==> src/hw/rtl/kpc_pkg.sv <==
`timescale 1ns / 1ps

package kpc_pkg;

  // Default width of the press, release and lockout counters.
  localparam int unsigned COUNT_WIDTH_DEF = 8;

  // Configuration port geometry.
  localparam int unsigned CFG_IDX_W  = 2;
  localparam int unsigned CFG_DATA_W = 8;
  localparam int unsigned LIMIT_W    = 8;

  // Register reset values.
  localparam logic [LIMIT_W-1:0] SHORT_LIMIT_RST   = 8'd3;
  localparam logic [LIMIT_W-1:0] LONG_LIMIT_RST    = 8'd99;
  localparam logic [LIMIT_W-1:0] RELEASE_LIMIT_RST = 8'd3;
  localparam logic [LIMIT_W-1:0] LOCKOUT_LIMIT_RST = 8'd3;

  typedef enum logic [CFG_IDX_W-1:0] {
    REG_SHORT_LIMIT   = 2'd0,
    REG_LONG_LIMIT    = 2'd1,
    REG_RELEASE_LIMIT = 2'd2,
    REG_LOCKOUT_LIMIT = 2'd3
  } kpc_reg_e;

  typedef struct packed {
    logic [LIMIT_W-1:0] short_limit;
    logic [LIMIT_W-1:0] long_limit;
    logic [LIMIT_W-1:0] release_limit;
    logic [LIMIT_W-1:0] lockout_limit;
  } kpc_cfg_t;

  typedef struct packed {
    logic click;
    logic long_start;
    logic long_held;
    logic key_active;
    logic restart_step;
  } kpc_result_t;

endpackage

==> src/hw/rtl/kpc_if.sv <==
`timescale 1ns / 1ps

interface kpc_key_if;
  logic valid;
  logic ready;
  logic key_pin;

  modport source (output valid, output key_pin, input ready);
  modport sink   (input valid, input key_pin, output ready);
endinterface

interface kpc_result_if;
  logic valid;
  logic ready;
  logic click;
  logic long_start;
  logic long_held;
  logic key_active;
  logic restart_step;

  modport source (output valid, output click, output long_start, output long_held,
                  output key_active, output restart_step, input ready);
  modport sink   (input valid, input click, input long_start, input long_held,
                  input key_active, input restart_step, output ready);
endinterface

==> src/hw/rtl/key_press_classifier_top.sv <==
`timescale 1ns / 1ps

// Debounced short-click / long-press classifier for one active-low button.
// Input channel key_i carries one word per tick holding the raw pin sample
// (0 means pressed). Ticks alternate: one tick shifts the pin into a
// two-sample window, the next evaluates the window; the first tick after
// reset evaluates. Every accepted input word produces exactly one result
// word on result_o with the click, long_start, key_active and restart_step
// pulses and the long_held level.
// A word accepted at one clock edge is held in the input register; once the
// output register is free or being drained, the word is evaluated and loaded
// into the output register. While the receiver does not stall, a new word
// can be accepted in every cycle; the rate is one word per cycle, set by the
// single-pass evaluation between the input and output registers.
// If the receiver stalls, the result word is held and one more input word
// is taken into the input register; after that key_i.ready drops until the
// output register drains.
// The user must write the limit registers through cfg_we_i, cfg_idx_i and
// cfg_data_i only while the block is idle; the block does not enforce it.
// Reset (rst_ni low) restores the limit defaults, empties both registers
// and returns the sample window to released with all counters cleared.
module key_press_classifier_top #(
  parameter int unsigned COUNT_WIDTH = kpc_pkg::COUNT_WIDTH_DEF
) (
  input  logic                             clk_i,
  input  logic                             rst_ni,
  kpc_key_if.sink                          key_i,
  kpc_result_if.source                     result_o,
  input  logic                             cfg_we_i,
  input  logic [kpc_pkg::CFG_IDX_W-1:0]    cfg_idx_i,
  input  logic [kpc_pkg::CFG_DATA_W-1:0]   cfg_data_i
);

  kpc_pkg::kpc_cfg_t    cfg_q, cfg_d;
  kpc_pkg::kpc_result_t core_res;
  kpc_pkg::kpc_result_t out_q;
  logic                 in_valid_q, in_valid_d;
  logic                 in_pin_q;
  logic                 out_valid_q, out_valid_d;
  logic                 advance;
  logic                 accept;

  // Configuration writes. Each index maps to one limit register.
  always_comb begin
    cfg_d = cfg_q;
    if (cfg_we_i) begin
      case (kpc_pkg::kpc_reg_e'(cfg_idx_i))
        kpc_pkg::REG_SHORT_LIMIT:   cfg_d.short_limit   = cfg_data_i;
        kpc_pkg::REG_LONG_LIMIT:    cfg_d.long_limit    = cfg_data_i;
        kpc_pkg::REG_RELEASE_LIMIT: cfg_d.release_limit = cfg_data_i;
        kpc_pkg::REG_LOCKOUT_LIMIT: cfg_d.lockout_limit = cfg_data_i;
        default: cfg_d = cfg_q;
      endcase
    end
  end

  // The held input word moves on when the output register is free or is
  // being emptied in this cycle.
  assign advance     = in_valid_q && (!out_valid_q || result_o.ready);
  assign key_i.ready = !in_valid_q || advance;
  assign accept      = key_i.valid && key_i.ready;

  always_comb begin
    in_valid_d = in_valid_q;
    if (accept) begin
      in_valid_d = 1'b1;
    end else if (advance) begin
      in_valid_d = 1'b0;
    end
    out_valid_d = out_valid_q;
    if (advance) begin
      out_valid_d = 1'b1;
    end else if (result_o.ready) begin
      out_valid_d = 1'b0;
    end
  end

  kpc_core #(
    .COUNT_WIDTH (COUNT_WIDTH)
  ) u_core (
    .clk_i    (clk_i),
    .rst_ni   (rst_ni),
    .step_i   (advance),
    .pin_i    (in_pin_q),
    .cfg_i    (cfg_q),
    .result_o (core_res)
  );

  always_ff @(posedge clk_i or negedge rst_ni) begin
    if (!rst_ni) begin
      cfg_q.short_limit   <= kpc_pkg::SHORT_LIMIT_RST;
      cfg_q.long_limit    <= kpc_pkg::LONG_LIMIT_RST;
      cfg_q.release_limit <= kpc_pkg::RELEASE_LIMIT_RST;
      cfg_q.lockout_limit <= kpc_pkg::LOCKOUT_LIMIT_RST;
      in_valid_q          <= 1'b0;
      out_valid_q         <= 1'b0;
    end else begin
      cfg_q       <= cfg_d;
      in_valid_q  <= in_valid_d;
      out_valid_q <= out_valid_d;
    end
  end

  // Payload registers carry no reset; their valid bits guard them.
  always_ff @(posedge clk_i) begin
    if (accept) begin
      in_pin_q <= key_i.key_pin;
    end
    if (advance) begin
      out_q <= core_res;
    end
  end

  assign result_o.valid        = out_valid_q;
  assign result_o.click        = out_q.click;
  assign result_o.long_start   = out_q.long_start;
  assign result_o.long_held    = out_q.long_held;
  assign result_o.key_active   = out_q.key_active;
  assign result_o.restart_step = out_q.restart_step;

  // A click comes from an accepted release, never with a long press start.
  a_click_release : assert property (@(posedge clk_i) disable iff (!rst_ni)
    result_o.valid && result_o.click |->
      result_o.restart_step && !result_o.long_start && !result_o.key_active)
    else $error("click word with inconsistent companion flags");

  // A long press start raises the held level and restarts the step timer.
  a_long_start : assert property (@(posedge clk_i) disable iff (!rst_ni)
    result_o.valid && result_o.long_start |->
      result_o.long_held && result_o.restart_step && result_o.key_active)
    else $error("long_start word without held level or restart");

  // While a stalled result waits, at most one more word is taken in.
  a_stall_backpressure : assert property (@(posedge clk_i) disable iff (!rst_ni)
    out_valid_q && !result_o.ready && in_valid_q |-> !key_i.ready)
    else $error("input taken while both registers are full and stalled");

endmodule

==> src/hw/rtl/kpc_core.sv <==
`timescale 1ns / 1ps

module kpc_core #(
  parameter int unsigned COUNT_WIDTH = kpc_pkg::COUNT_WIDTH_DEF
) (
  input  logic                clk_i,
  input  logic                rst_ni,
  input  logic                step_i,
  input  logic                pin_i,
  input  kpc_pkg::kpc_cfg_t   cfg_i,
  output kpc_pkg::kpc_result_t result_o
);

  // Compares run at the wider of counter and limit width.
  localparam int unsigned CMP_W =
    (COUNT_WIDTH > kpc_pkg::LIMIT_W) ? COUNT_WIDTH : kpc_pkg::LIMIT_W;

  logic                   phase_q, phase_d;
  logic                   older_q, older_d;
  logic                   newer_q, newer_d;
  logic [COUNT_WIDTH-1:0] press_q, press_d;
  logic [COUNT_WIDTH-1:0] release_q, release_d;
  logic [COUNT_WIDTH-1:0] lockout_q, lockout_d;
  logic                   held_q, held_d;
  logic                   long_q, long_d;

  logic [COUNT_WIDTH-1:0] press_inc, release_inc;
  logic [CMP_W-1:0]       short_x, long_x, release_x, lockout_x;

  assign press_inc   = (press_q == '1) ? press_q : press_q + 1'b1;
  assign release_inc = (release_q == '1) ? release_q : release_q + 1'b1;
  assign short_x     = CMP_W'(cfg_i.short_limit);
  assign long_x      = CMP_W'(cfg_i.long_limit);
  assign release_x   = CMP_W'(cfg_i.release_limit);
  assign lockout_x   = CMP_W'(cfg_i.lockout_limit);

  always_comb begin
    phase_d   = phase_q;
    older_d   = older_q;
    newer_d   = newer_q;
    press_d   = press_q;
    release_d = release_q;
    lockout_d = lockout_q;
    held_d    = held_q;
    long_d    = long_q;
    result_o  = '0;
    if (step_i) begin
      if (phase_q) begin
        phase_d = 1'b0;
        older_d = newer_q;
        newer_d = pin_i;
      end else begin
        phase_d = 1'b1;
        if (!older_q && !newer_q) begin
          release_d           = '0;
          result_o.key_active = 1'b1;
          press_d             = press_inc;
          if (CMP_W'(press_inc) >= long_x) begin
            press_d = long_x[COUNT_WIDTH-1:0];
            if (!held_q) begin
              held_d                = 1'b1;
              long_d                = 1'b1;
              result_o.long_start   = 1'b1;
              result_o.restart_step = 1'b1;
            end
          end
        end else if (CMP_W'(release_inc) < release_x) begin
          release_d = release_inc;
        end else begin
          release_d = release_x[COUNT_WIDTH-1:0];
          if (lockout_q != '0) begin
            lockout_d = lockout_q - 1'b1;
            press_d   = '0;
          end else begin
            held_d = 1'b0;
            long_d = 1'b0;
            if (CMP_W'(press_q) >= short_x) begin
              press_d = '0;
              if (CMP_W'(press_q) != long_x) begin
                lockout_d             = lockout_x[COUNT_WIDTH-1:0];
                result_o.click        = 1'b1;
                result_o.restart_step = 1'b1;
              end
            end
          end
        end
      end
    end
    result_o.long_held = long_d;
  end

  always_ff @(posedge clk_i or negedge rst_ni) begin
    if (!rst_ni) begin
      phase_q   <= 1'b0;
      older_q   <= 1'b1;
      newer_q   <= 1'b1;
      press_q   <= '0;
      release_q <= '0;
      lockout_q <= '0;
      held_q    <= 1'b0;
      long_q    <= 1'b0;
    end else begin
      phase_q   <= phase_d;
      older_q   <= older_d;
      newer_q   <= newer_d;
      press_q   <= press_d;
      release_q <= release_d;
      lockout_q <= lockout_d;
      held_q    <= held_d;
      long_q    <= long_d;
    end
  end

endmodule

==> src/flat_wrapper.sv <==
// flat-port wrapper written by rule: the top's interface ports become plain ports
module key_press_classifier_top_flat 
#(
  parameter int unsigned COUNT_WIDTH = kpc_pkg::COUNT_WIDTH_DEF
)
  (clk_i, rst_ni, cfg_we_i, cfg_idx_i, cfg_data_i, key_i_valid, key_i_key_pin, key_i_ready, result_o_valid, result_o_click, result_o_long_start, result_o_long_held, result_o_key_active, result_o_restart_step, result_o_ready);
  kpc_key_if key_i_i ();
  kpc_result_if result_o_i ();
  input  logic clk_i;
  input  logic rst_ni;
  input  logic cfg_we_i;
  input  logic [kpc_pkg::CFG_IDX_W-1:0] cfg_idx_i;
  input  logic [kpc_pkg::CFG_DATA_W-1:0] cfg_data_i;
  input wire logic [$bits(key_i_i.valid)-1:0] key_i_valid;
  input wire logic [$bits(key_i_i.key_pin)-1:0] key_i_key_pin;
  output wire logic [$bits(key_i_i.ready)-1:0] key_i_ready;
  output wire logic [$bits(result_o_i.valid)-1:0] result_o_valid;
  output wire logic [$bits(result_o_i.click)-1:0] result_o_click;
  output wire logic [$bits(result_o_i.long_start)-1:0] result_o_long_start;
  output wire logic [$bits(result_o_i.long_held)-1:0] result_o_long_held;
  output wire logic [$bits(result_o_i.key_active)-1:0] result_o_key_active;
  output wire logic [$bits(result_o_i.restart_step)-1:0] result_o_restart_step;
  input wire logic [$bits(result_o_i.ready)-1:0] result_o_ready;
  assign key_i_i.valid = key_i_valid;
  assign key_i_i.key_pin = key_i_key_pin;
  assign key_i_ready = key_i_i.ready;
  assign result_o_valid = result_o_i.valid;
  assign result_o_click = result_o_i.click;
  assign result_o_long_start = result_o_i.long_start;
  assign result_o_long_held = result_o_i.long_held;
  assign result_o_key_active = result_o_i.key_active;
  assign result_o_restart_step = result_o_i.restart_step;
  assign result_o_i.ready = result_o_ready;
  key_press_classifier_top #(.COUNT_WIDTH(COUNT_WIDTH)) u_core (.clk_i(clk_i), .rst_ni(rst_ni), .key_i(key_i_i), .result_o(result_o_i), .cfg_we_i(cfg_we_i), .cfg_idx_i(cfg_idx_i), .cfg_data_i(cfg_data_i));
endmodule
==> config.mk <==
export PLATFORM = sky130hd
export DESIGN_NAME = key_press_classifier_top_flat
export DESIGN_NICKNAME = d
export VERILOG_FILES = /design/src/hw/rtl/kpc_pkg.sv /design/src/hw/rtl/kpc_if.sv /design/src/hw/rtl/key_press_classifier_top.sv /design/src/hw/rtl/kpc_core.sv /design/src/flat_wrapper.sv
export SDC_FILE = /design/constraint.sdc
export NUM_CORES = 1
export LEC_CHECK = 0
export ABC_AREA = 1
export BUFFER_PORTS_ARGS = -buffer_cell sky130_fd_sc_hd__buf_4
export CORE_AREA = 2 2 128 68
export DETAILED_ROUTE_END_ITERATION = 8
export DIE_AREA = 0 0 130 70
export PLACE_DENSITY = 0.71
export SLEW_MARGIN = 20
export SYNTH_ARGS = -nofsm -noshare
export SYNTH_HDL_FRONTEND = slang
export SYNTH_SLANG_ARGS = --single-unit
==> constraint.sdc <==
create_clock -name clk_i -period 4.7 [get_ports clk_i]
set_clock_uncertainty 0.2 [all_clocks]
set_input_delay 0.47 -clock clk_i [delete_from_list [all_inputs] [get_ports clk_i]]
set_output_delay 0.47 -clock clk_i [all_outputs]
set_load 0.01 [all_outputs]
==> results_dict.tcl, run 1 <==
set metrics [dict create \
    reg2reg_slack_ps 1160 \
    post_synth.cell_area_avg_sq_um 7.89 \
    worstHoldPathType "in2async" \
    arrival_ps 3500 \
    rows 24 \
    gp_congestion 0.914 \
    drtPass1Iterations 5 \
    ys.flop_type "dfrtp_1" \
    fin_tns_setup_ps 0 \
    cellPowerDensity_mw_per_mm2 632 \
    htreeDepth 3 \
    final_cell_mix "153 x nand2_1, 70 x inv_1, 51 x dfrtp_1, 50 x o21ai_0, 32 x nor2_1" \
    numClockSinks 69 \
    crit_required_ps 4660 \
    path_max_fanout 18 \
    dp_hpwl_mm 7.47 \
    tightest_slew_ps 872 \
    ys_seq_area_frac 0.417 \
    coreArea_sq_mm 0.00820 \
    overflow 0 \
    layout-drive-gt1-share 0.133 \
    cts_resized 0 \
    ys_async_sr_fraction 0.913 \
    fin_crit_sh 0.753 \
    ant_nets 0 \
    p_int_w 0.00168 \
    min_period_ps 3540 \
    synth_seq_cells 69 \
    finalSetupViolations 0 \
    cts_inserted_buffers 9 \
    synthesis.area_sq_mm 0.00425 \
    peakVddDrop_uv 252 \
    wl_per_cell_um 14.5 \
    die-area_sq_mm 0.00910 \
    hold_violations 0 \
    initialDrtViolationCount 371 \
    combPwrFrac 0.466 \
    insertion_delay_ps 340 \
    syn_inst 539 \
    clockRootBuffer "clkbuf_16" \
    cts.clk_slew.worst_paths_ps 60 \
    synth_cell_types 36 \
    yosys_warnings 0 \
    die_h_um 70 \
    max_freq_mhz 283 \
    totalWireLength_mm 9.88 \
    vias 3589 \
    num_io_pins 23 \
    grt_max_degree 64 \
    initial_core_util 0.519 \
    hold_buffers 0 \
    worstSetupEndpointType "register" \
    power_switching_w 0.00133 \
    syn_nets 582 \
    cts_tree "done" \
    multi_input_area_sq_mm 0.00214 \
    outcome "finished, final reports clean" \
    path_class "reg2reg" \
    clockBufferDepth 2 \
    vias_per_cell 5.28 \
    ff_latch_area_sq_mm 0.00177 \
    grtUsageTotal 0.243 \
    start_kind "register" \
    numPortBuffers 22 \
    seq_power_share 0.321 \
    drv_slew 0 \
    area_growth_pct 12.2 \
    synth_edf_count 6 \
    max_cap_violations 0 \
    mostFrequentLayoutCell "nand2_1" \
    max-slew-margin-rel 0.417 \
    drcViolationCount 0 \
    first_global_vias 3435 \
    postCtsSetupBuffers 0 \
    final_nets 601 \
    fillCellCount 758 \
    grt_antenna_before_repair 0 \
    num_antenna_cells 0 \
    die_w_um 130 \
    p_leak_nw 2.45 \
    rsz0062_at_grt "false" \
    clockPowerShare 0.213 \
    design_power_total_w 0.00302 \
    p_sw_frac 0.442 \
    grt_first_pass_wirelength_mm 17.0 \
]
==> cell usage after synthesis (10+ instances only) <==
cell | count | area, sq um
clkbuf_1 | 10 | 37.5
o21ai_0 | 50 | 250
nand4_1 | 19 | 119
xor2_1 | 11 | 96.3
nand3_1 | 28 | 140
dfrtp_1 | 51 | 1280
ha_1 | 27 | 338
nand2_1 | 153 | 574
a21oi_1 | 14 | 70.1
dfstp_2 | 12 | 315
inv_1 | 70 | 263
nor2_1 | 32 | 120
==> worst max-delay path, cell delays in order (launching register included) <==
cell	delay [ps]
dfrtp_1	440
ha_1	240
nand3_1	130
inv_1	120
nand2_1	170
nand2_1	130
xor2_1	150
inv_1	70
ha_1	310
nand2_1	60
nor2_1	130
nand4_1	100
nand3_1	440
nand2_1	130
or2_2	330
o22ai_1	210
==> final timing paths <==
path	start	endpoint	cells after the start
max	u_core.u_core.press_q[1]$_DFFE_PN0P_	u_core.result_o.restart_step$_SDFFCE_PP0P_	15
min in group clk_i	key_i_key_pin	u_core.in_pin_q$_DFFE_PP_	1
max in group asynchronous	rst_ni	u_core.u_core.press_q[1]$_DFFE_PN0P_	1
min reg2reg	u_core.u_core.held_q$_DFFE_PN0P_	u_core.u_core.held_q$_DFFE_PN0P_	2
min	rst_ni	u_core.u_core.press_q[5]$_DFFE_PN0P_	1
max reg2reg	u_core.u_core.press_q[1]$_DFFE_PN0P_	u_core.result_o.restart_step$_SDFFCE_PP0P_	15
==> final cells by class <==
class / count / share of cell area
clock inverters: 3 / 0.00420
repair buffers: 22 / 0.0346
inverters: 71 / 0.0559
multi-input cells: 385 / 0.448
well taps: 117 / 0.0307
flip-flops and latches: 69 / 0.371
clock buffers: 13 / 0.0548
==> stage by stage <==
stage          utilization  cells  hold WS (ps)  cell area [sq um]  setup WS (ps)
2_1_floorplan            -    539         -25.6               4250           1640
4_1_cts              0.582    680          54.7               4770           1210
3_3_place_gp         0.548    664           250               4490           1370
3_5_place_dp         0.548    664           258               4490           1230
6_report             0.582    680          19.6               4770           1160
5_1_grt              0.582    680          79.2               4770            850
==> metal layers <==
| layer | up-vias | wire (um) | track usage |
|---|---|---|---|
| li1 | 1786 | - | - |
| met1 | 1687 | 5230 | 0.376 |
| met2 | 107 | 3830 | 0.325 |
| met3 | 9 | 734 | 0.0835 |
| met4 | 0 | 82 | 0.0502 |
| met5 | - | 0 | 0 |
==> cells by family after synthesis <==
family / count (synthesis) / synth area share
simple gates: 255 / 0.269
buf+inv: 85 / 0.0800
compound gates: 81 / 0.108
flops: 69 / 0.417
fa+ha+maj: 27 / 0.0795
xor+xnor: 17 / 0.0350
mux: 5 / 0.0124
==> sequential cells by signal, summed over array words and instances (netlist names) <==
| signal | count |
|---|---|
| u_core.u_core.held_q | 1 |
| u_core.result_o.long_start | 1 |
| u_core.u_core.newer_q | 1 |
| u_core.result_o.click | 1 |
| u_core.result_o.long_held | 1 |
| u_core.u_core.long_q | 1 |
| u_core.in_valid_q | 1 |
| u_core.u_core.older_q | 1 |
| u_core.result_o.restart_step | 1 |
| u_core.u_core.phase_q | 1 |
| u_core.in_pin_q | 1 |
| u_core.cfg_q | 32 |
| u_core.u_core.lockout_q | 8 |
| u_core.result_o.key_active | 1 |
| u_core.result_o.valid | 1 |
| u_core.u_core.press_q | 8 |
| u_core.u_core.release_q | 8 |
==> power groups by stage <==
stage / clock network, W / logic (W) / registers (W)
floorplan: 0 / 0.00112 / 0.000912
detailed placement: 0 / 0.00139 / 0.000972
finish: 0.000642 / 0.00141 / 0.000967
CTS: 0.000652 / 0.00140 / 0.000966
global route: 0.000687 / 0.00163 / 0.000996
global placement: 0 / 0.00134 / 0.000968
Note: power is estimated with default switching activity, not from simulation.
==> run 2, diff against run 1 <==
--- a/config.mk
+++ b/config.mk
@@ -5,12 +5,12 @@
 export SDC_FILE = /design/constraint.sdc
 export NUM_CORES = 1
 export LEC_CHECK = 0
-export ABC_AREA = 1
+export ABC_AREA = 0
 export BUFFER_PORTS_ARGS = -buffer_cell sky130_fd_sc_hd__buf_4
-export CORE_AREA = 2 2 128 68
+export CORE_AREA = 2 2 126 67
 export DETAILED_ROUTE_END_ITERATION = 8
-export DIE_AREA = 0 0 130 70
-export PLACE_DENSITY = 0.71
+export DIE_AREA = 0 0 128 69
+export PLACE_DENSITY = 0.74
 export SLEW_MARGIN = 20
 export SYNTH_ARGS = -nofsm -noshare
 export SYNTH_HDL_FRONTEND = slang
==> constraint.sdc (replaced) <==
create_clock -name clk_i -period 3 [get_ports clk_i]
set_clock_uncertainty 0.2 [all_clocks]
set_input_delay 0.3 -clock clk_i [delete_from_list [all_inputs] [get_ports clk_i]]
set_output_delay 0.3 -clock clk_i [all_outputs]
set_load 0.01 [all_outputs]
==> results_dict.tcl, run 2 <==
set metrics [dict create \
    fillCellCount 598 \
    ant_nets 0 \
    drcViolationCount 0 \
    synth_cell_types 59 \
    p_int_w 0.00285 \
    crit_required_ps 3000 \
    die-area_sq_mm 0.00883 \
    setup_slack_ps -55.2 \
    drv_slew 0 \
    ys.flop_type "dfrtp_1" \
    design_power_total_w 0.00489 \
    area_growth_pct 25.8 \
    synth_area_leaders "dfrtp_1 31%, ha_1 8.2%, mux2_2 7.9%" \
    final_cells 576 \
    finalSetupViolations 9 \
    final_nets 514 \
    top_register "u_core.cfg_q" \
    insertion_delay_ps 340 \
    die_w_um 128 \
    numPortBuffers 22 \
    grt_first_pass_wirelength_mm 17.3 \
    largest_register_ffs 32 \
    num_io_pins 23 \
    clockBufferDepth 2 \
    worstHoldPathType "in2reg" \
    synthTopCellsByCount "51 x dfrtp_1, 34 x inv_1, 33 x nand2_1" \
    power_switching_w 0.00204 \
    coreArea_sq_mm 0.00771 \
    htreeDepth 3 \
    rsz0062_at_grt "true" \
    cts.clk_slew.worst_paths_ps 60 \
    final_cell_mix "56 x buf_4, 51 x dfrtp_1, 33 x inv_1, 33 x nand2_1, 28 x mux2_2" \
    grtUsageTotal 0.259 \
    yosysMostFrequentCell "dfrtp_1" \
    arrival_ps 3050 \
    vias_per_cell 6.11 \
    max_freq_mhz 327 \
    fin_area_sq_mm 0.00521 \
    p_leak_nw 2.33 \
    post-place-ws_ps -70.0 \
    vias 3521 \
    multi_input_area_sq_mm 0.00239 \
    grt_max_degree 64 \
    seq_power_share 0.295 \
    ys_async_sr_fraction 0.913 \
    totalWireLength_mm 11.4 \
    initialDrtViolationCount 451 \
    synth_largest_area_cell "dfrtp_1" \
    max_cap_violations 0 \
    grt_antenna_before_repair 0 \
    violations "negative setup slack" \
    clockRootBuffer "clkbuf_16" \
    numClockSinks 69 \
    peakVddDrop_uv 442 \
    layout-drive-gt1-share 0.342 \
    final_core_util 0.675 \
    syn_inst 413 \
    drtPass1Iterations 5 \
    syn_nets 456 \
    synth_edf_count 6 \
    overflow 0 \
    ys_seq_area_frac 0.428 \
    p_sw_frac 0.416 \
    cts_inserted_buffers 9 \
    ff_latch_area_sq_mm 0.00177 \
    path_max_fanout 3 \
    clockPowerShare 0.212 \
    first_global_vias 3317 \
    placed_cell_area_sq_mm 0.00457 \
    dp_hpwl_mm 8.05 \
    num_antenna_cells 0 \
    synth_top_cell_area_share 0.308 \
    outcome "complete, but fails checks" \
    initial_core_util 0.537 \
    combPwrFrac 0.493 \
    cellPowerDensity_mw_per_mm2 939 \
    max-slew-margin-rel 0.456 \
    place_inst 546 \
    die_h_um 69 \
    synth_seq_cells 69 \
    path_class "reg2reg" \
    post_synth.cell_area_avg_sq_um 10.0 \
    hold_violations 0 \
    wl_per_cell_um 19.7 \
    tightest_slew_ps 817 \
    mostFrequentLayoutCell "buf_4" \
    cts_tree "done" \
    worstSetupEndpointType "register" \
    rows 23 \
    gp_congestion 0.888 \
    synthesis.area_sq_mm 0.00414 \
    fin_crit_sh 1.02 \
    yosys_warnings 0 \
    start_kind "register" \
    min_period_ps 3060 \
]
run 2: layer usage:
layer / track usage / part of all wire / up-vias
li1: - / - / 1611
met1: 0.385 / 0.46 / 1721
met2: 0.367 / 0.42 / 168
met3: 0.0877 / 0.10 / 21
met4: 0.0549 / 0.011 / 0
met5: 0 / 0 / -
run 2: what timing repair did:
| action | in CTS | in global routing |
|---|---|---|
| pin swaps | 5 | 13 |
| gates resized for setup | 15 | 35 |
| setup endpoints to repair | 28 | 29 |
| hold endpoints to repair | 53 | 0 |
| setup buffers | 2 | 8 |
| hold buffers | 3 | 0 |
| gates cloned | 0 | 1 |
run 2: kinds of logic (layout without fill, tap and decap cells):
group                    count (synthesis)  in the layout  synth area share
AO/OA/AOI/OAI                           95             95             0.155
adder cells (fa/ha/maj)                 27             27            0.0816
multiplexers                            38             38             0.101
AND/OR/NAND/NOR                        121            121             0.160
flip-flops                              69             69             0.428
buffers and inverters                   50            113            0.0475
XOR/XNOR                                13             13            0.0275
run 2: power by group through the flow:
stage	logic, W	registers [W]	clock network [W]
floorplan	0.00138	0.00138	0
global placement	0.00189	0.00141	0
detailed placement	0.00200	0.00142	0
CTS	0.00207	0.00141	0.00106
global route	0.00258	0.00147	0.00111
finish	0.00241	0.00144	0.00104
run 2: layout make-up:
type,instances,share of cell area
Clock buffer,9,0.0433
Clock inverter,7,0.0127
Inverter,34,0.0252
Multi-Input combinational cell,294,0.459
Sequential cell,69,0.340
Tap cell,100,0.0240
Timing Repair Buffer,63,0.0959
run 2: worst paths after layout:
path / startpoint / endpoint / slack, ps / depth (start not counted)
max: u_core.u_core.release_q[0]$_DFFE_PN0P_ / u_core.result_o.restart_step$_SDFFCE_PP0P_ / -60 / 10
min: cfg_data_i[4] / u_core.cfg_q[28]$_DFFE_PN0P_ / 9 / 3
max reg2reg: u_core.u_core.release_q[0]$_DFFE_PN0P_ / u_core.result_o.restart_step$_SDFFCE_PP0P_ / -60 / 10
min reg2reg: u_core.in_pin_q$_DFFE_PP_ / u_core.u_core.newer_q$_DFFE_PN1P_ / 300 / 1
max in group asynchronous: rst_ni / u_core.u_core.release_q[7]$_DFFE_PN0P_ / 1670 / 2
min in group asynchronous: rst_ni / u_core.u_core.press_q[2]$_DFFE_PN0P_ / 400 / 2
run 2: metrics by stage:
stage	hold slack, ps	TNS, ps
final	9.29	-209
after global routing	20.5	-1970
after CTS	2.97	-40.9
after detailed placement	245	-868
after global placement	238	0
after floorplan	-196	0
run 2: worst max-delay path, stage by stage, from the launching register on:
cell     delay [ps]
dfrtp_1         420
and4_4          260
nand4_1         130
mux2_4          340
ha_4            270
nand4_1         180
nor2_4          230
o211a_4         220
nor2_4           50
or4_4           490
a21oi_2         120
==> run 3, diff against run 2 <==
--- a/config.mk
+++ b/config.mk
@@ -10,6 +10,7 @@
 export CORE_AREA = 2 2 126 67
 export DETAILED_ROUTE_END_ITERATION = 8
 export DIE_AREA = 0 0 128 69
+export HOLD_SLACK_MARGIN = 0.12
 export PLACE_DENSITY = 0.74
 export SLEW_MARGIN = 20
 export SYNTH_ARGS = -nofsm -noshare
==> results_dict.tcl, run 3 (synthesized netlist as in run 2, its figures left out) <==
set metrics [dict create \
    outcome "complete, but fails checks" \
    violations "negative setup slack" \
    coreArea_sq_mm 0.00771 \
    clockRootBuffer "clkbuf_16" \
    max-slew-margin-rel 0.457 \
    numPortBuffers 22 \
    crit_required_ps 2990 \
    p_sw_frac 0.415 \
    finalSetupViolations 9 \
    arrival_ps 3050 \
    vias 3555 \
    p_leak_nw 2.37 \
    overflow 0 \
    htreeDepth 3 \
    rows 23 \
    die-area_sq_mm 0.00883 \
    grt_max_degree 64 \
    grt_use_met3 0.0877 \
    top_register "u_core.cfg_q" \
    p_int_w 0.00286 \
    drcViolationCount 0 \
    r2r_cells 10 \
    reg2reg_slack_ps -60 \
    min_to "u_core.cfg_q[25]$_DFFE_PN1P_" \
    grtUsageTotal 0.262 \
    seq_power_share 0.294 \
    post-place-ws_ps -70.0 \
    vias_per_cell 6.07 \
    min_period_ps 3060 \
    grt_antenna_before_repair 0 \
    r2r-end "u_core.result_o.restart_step$_SDFFCE_PP0P_" \
    start_kind "register" \
    slowest_delay_ps 490 \
    first_global_vias 3382 \
    wl_per_cell_um 19.5 \
    area_growth_pct 28.2 \
    tightest_slew_ps 814 \
    initial_core_util 0.537 \
    power_switching_w 0.00203 \
    peakVddDrop_uv 443 \
    max_freq_mhz 327 \
    num_antenna_cells 0 \
    layout-drive-gt1-share 0.335 \
    met2_usage 0.374 \
    clockPowerShare 0.212 \
    final_cell_mix "56 x buf_4, 51 x dfrtp_1, 33 x inv_1, 33 x nand2_1, 28 x mux2_2" \
    cellPowerDensity_mw_per_mm2 922 \
    totalWireLength_mm 11.4 \
    worstSetupEndpointType "register" \
    grt_first_pass_wirelength_mm 17.4 \
    gp_congestion 0.888 \
    busiest_layer "met1" \
    final_core_util 0.688 \
    drv_slew 0 \
    setup_slack_ps -58.6 \
    use_met1 0.386 \
    path_max_fanout 3 \
    path_class "reg2reg" \
    numClockSinks 69 \
    design_power_total_w 0.00489 \
    ant_nets 0 \
    hold_start "cfg_idx_i[0]" \
    final_nets 524 \
    initialDrtViolationCount 404 \
    fin_crit_sh 1.02 \
    largest_register_ffs 32 \
    combPwrFrac 0.494 \
    num_io_pins 23 \
    cts_tree "done" \
    hold_depth 5 \
    die_w_um 128 \
    r2r-start "u_core.u_core.release_q[0]$_DFFE_PN0P_" \
    clockBufferDepth 2 \
    drtPass1Iterations 5 \
    dp_hpwl_mm 8.05 \
    cts.clk_slew.worst_paths_ps 60 \
    path_cells "and4_4 > nand4_1 > mux2_4 > ha_4 > nand4_1 > nor2_4 > o211a_4 > nor2_4 > or4_4 > a21oi_2" \
    max_cap_violations 0 \
    cts_inserted_buffers 9 \
    die_h_um 69 \
    slowest_stage "or4_4" \
    mostFrequentLayoutCell "buf_4" \
    rsz0062_at_grt "true" \
    worstHoldPathType "in2reg" \
    insertion_delay_ps 330 \
    hold_violations 0 \
]
## run 3: changes by cell type in the layout (fill, tap and decap cells not counted)
cell / change
dlygate4sd3_1: +10
## run 3: cell type report
class / count / area (sq um)
clock buffers: 9 / 225
clock inverters: 7 / 66.3
fillers: 592 / 2410
inverters: 34 / 131
multi-input cells: 294 / 2390
flip-flops and latches: 69 / 1770
well taps: 100 / 125
repair buffers: 73 / 599
## run 3: repair_timing
action                                 in CTS  in global routing
resized for setup                          15                 35
buffers inserted                            2                  8
pin swaps                                   5                 13
hold buffers                               13                  0
setup endpoints to repair                  28                 29
cloned                                      0                  1
endpoints found under the hold margin      87                  0
## run 3: per-layer routing
layer | part of all wire | up-vias
met5 | 0 | -
met4 | 0.011 | 0
met3 | 0.095 | 15
met2 | 0.43 | 153
met1 | 0.47 | 1755
li1 | - | 1632
## run 3: metrics by stage
step           TNS (ps)  cells  hold WS (ps)  instance area [sq um]
2_1_floorplan         0    413          -196                   4150
3_3_place_gp          0    546           238                   4570
3_5_place_dp       -868    546           245                   4570
4_1_cts           -40.9    577           216                   5080
5_1_grt           -1970    586           267                   5310
6_report           -220    586           238                   5310
## run 3: worst max path at each step
stage                                            from                                          to  slack, ps  depth (start not counted)
2_1_floorplan  u_core.u_core.release_q[1]$_DFFE_PN0P_  u_core.result_o.restart_step$_SDFFCE_PP0P_         10                         12
3_3_place_gp   u_core.u_core.release_q[0]$_DFFE_PN0P_        u_core.u_core.press_q[0]$_DFFE_PN0P_         20                         11
3_5_place_dp   u_core.u_core.release_q[0]$_DFFE_PN0P_      u_core.u_core.lockout_q[4]$_DFFE_PN0P_        -70                         12
4_1_cts        u_core.u_core.release_q[0]$_DFFE_PN0P_  u_core.result_o.restart_step$_SDFFCE_PP0P_        -30                         10
5_1_grt        u_core.u_core.release_q[0]$_DFFE_PN0P_  u_core.result_o.restart_step$_SDFFCE_PP0P_       -180                         10
6_report       u_core.u_core.release_q[0]$_DFFE_PN0P_  u_core.result_o.restart_step$_SDFFCE_PP0P_        -60                         10
## run 3: critical path, delay by kind of cell, from the launching register on
family | cells | cell delay (ps)
AOI/OAI and AO/OA | 2 | 340
adders and majority gates | 1 | 270
DFF | 1 | 420
muxes | 1 | 340
and+or+nand+nor | 6 | 1350
## run 3: power groups by stage
stage	clock network, W	registers [W]	logic, W
2_1_floorplan	0	0.00138	0.00138
4_1_cts	0.00106	0.00141	0.00208
3_3_place_gp	0	0.00141	0.00189
6_report	0.00104	0.00144	0.00242
5_1_grt	0.00111	0.00147	0.00259
3_5_place_dp	0	0.00142	0.00200
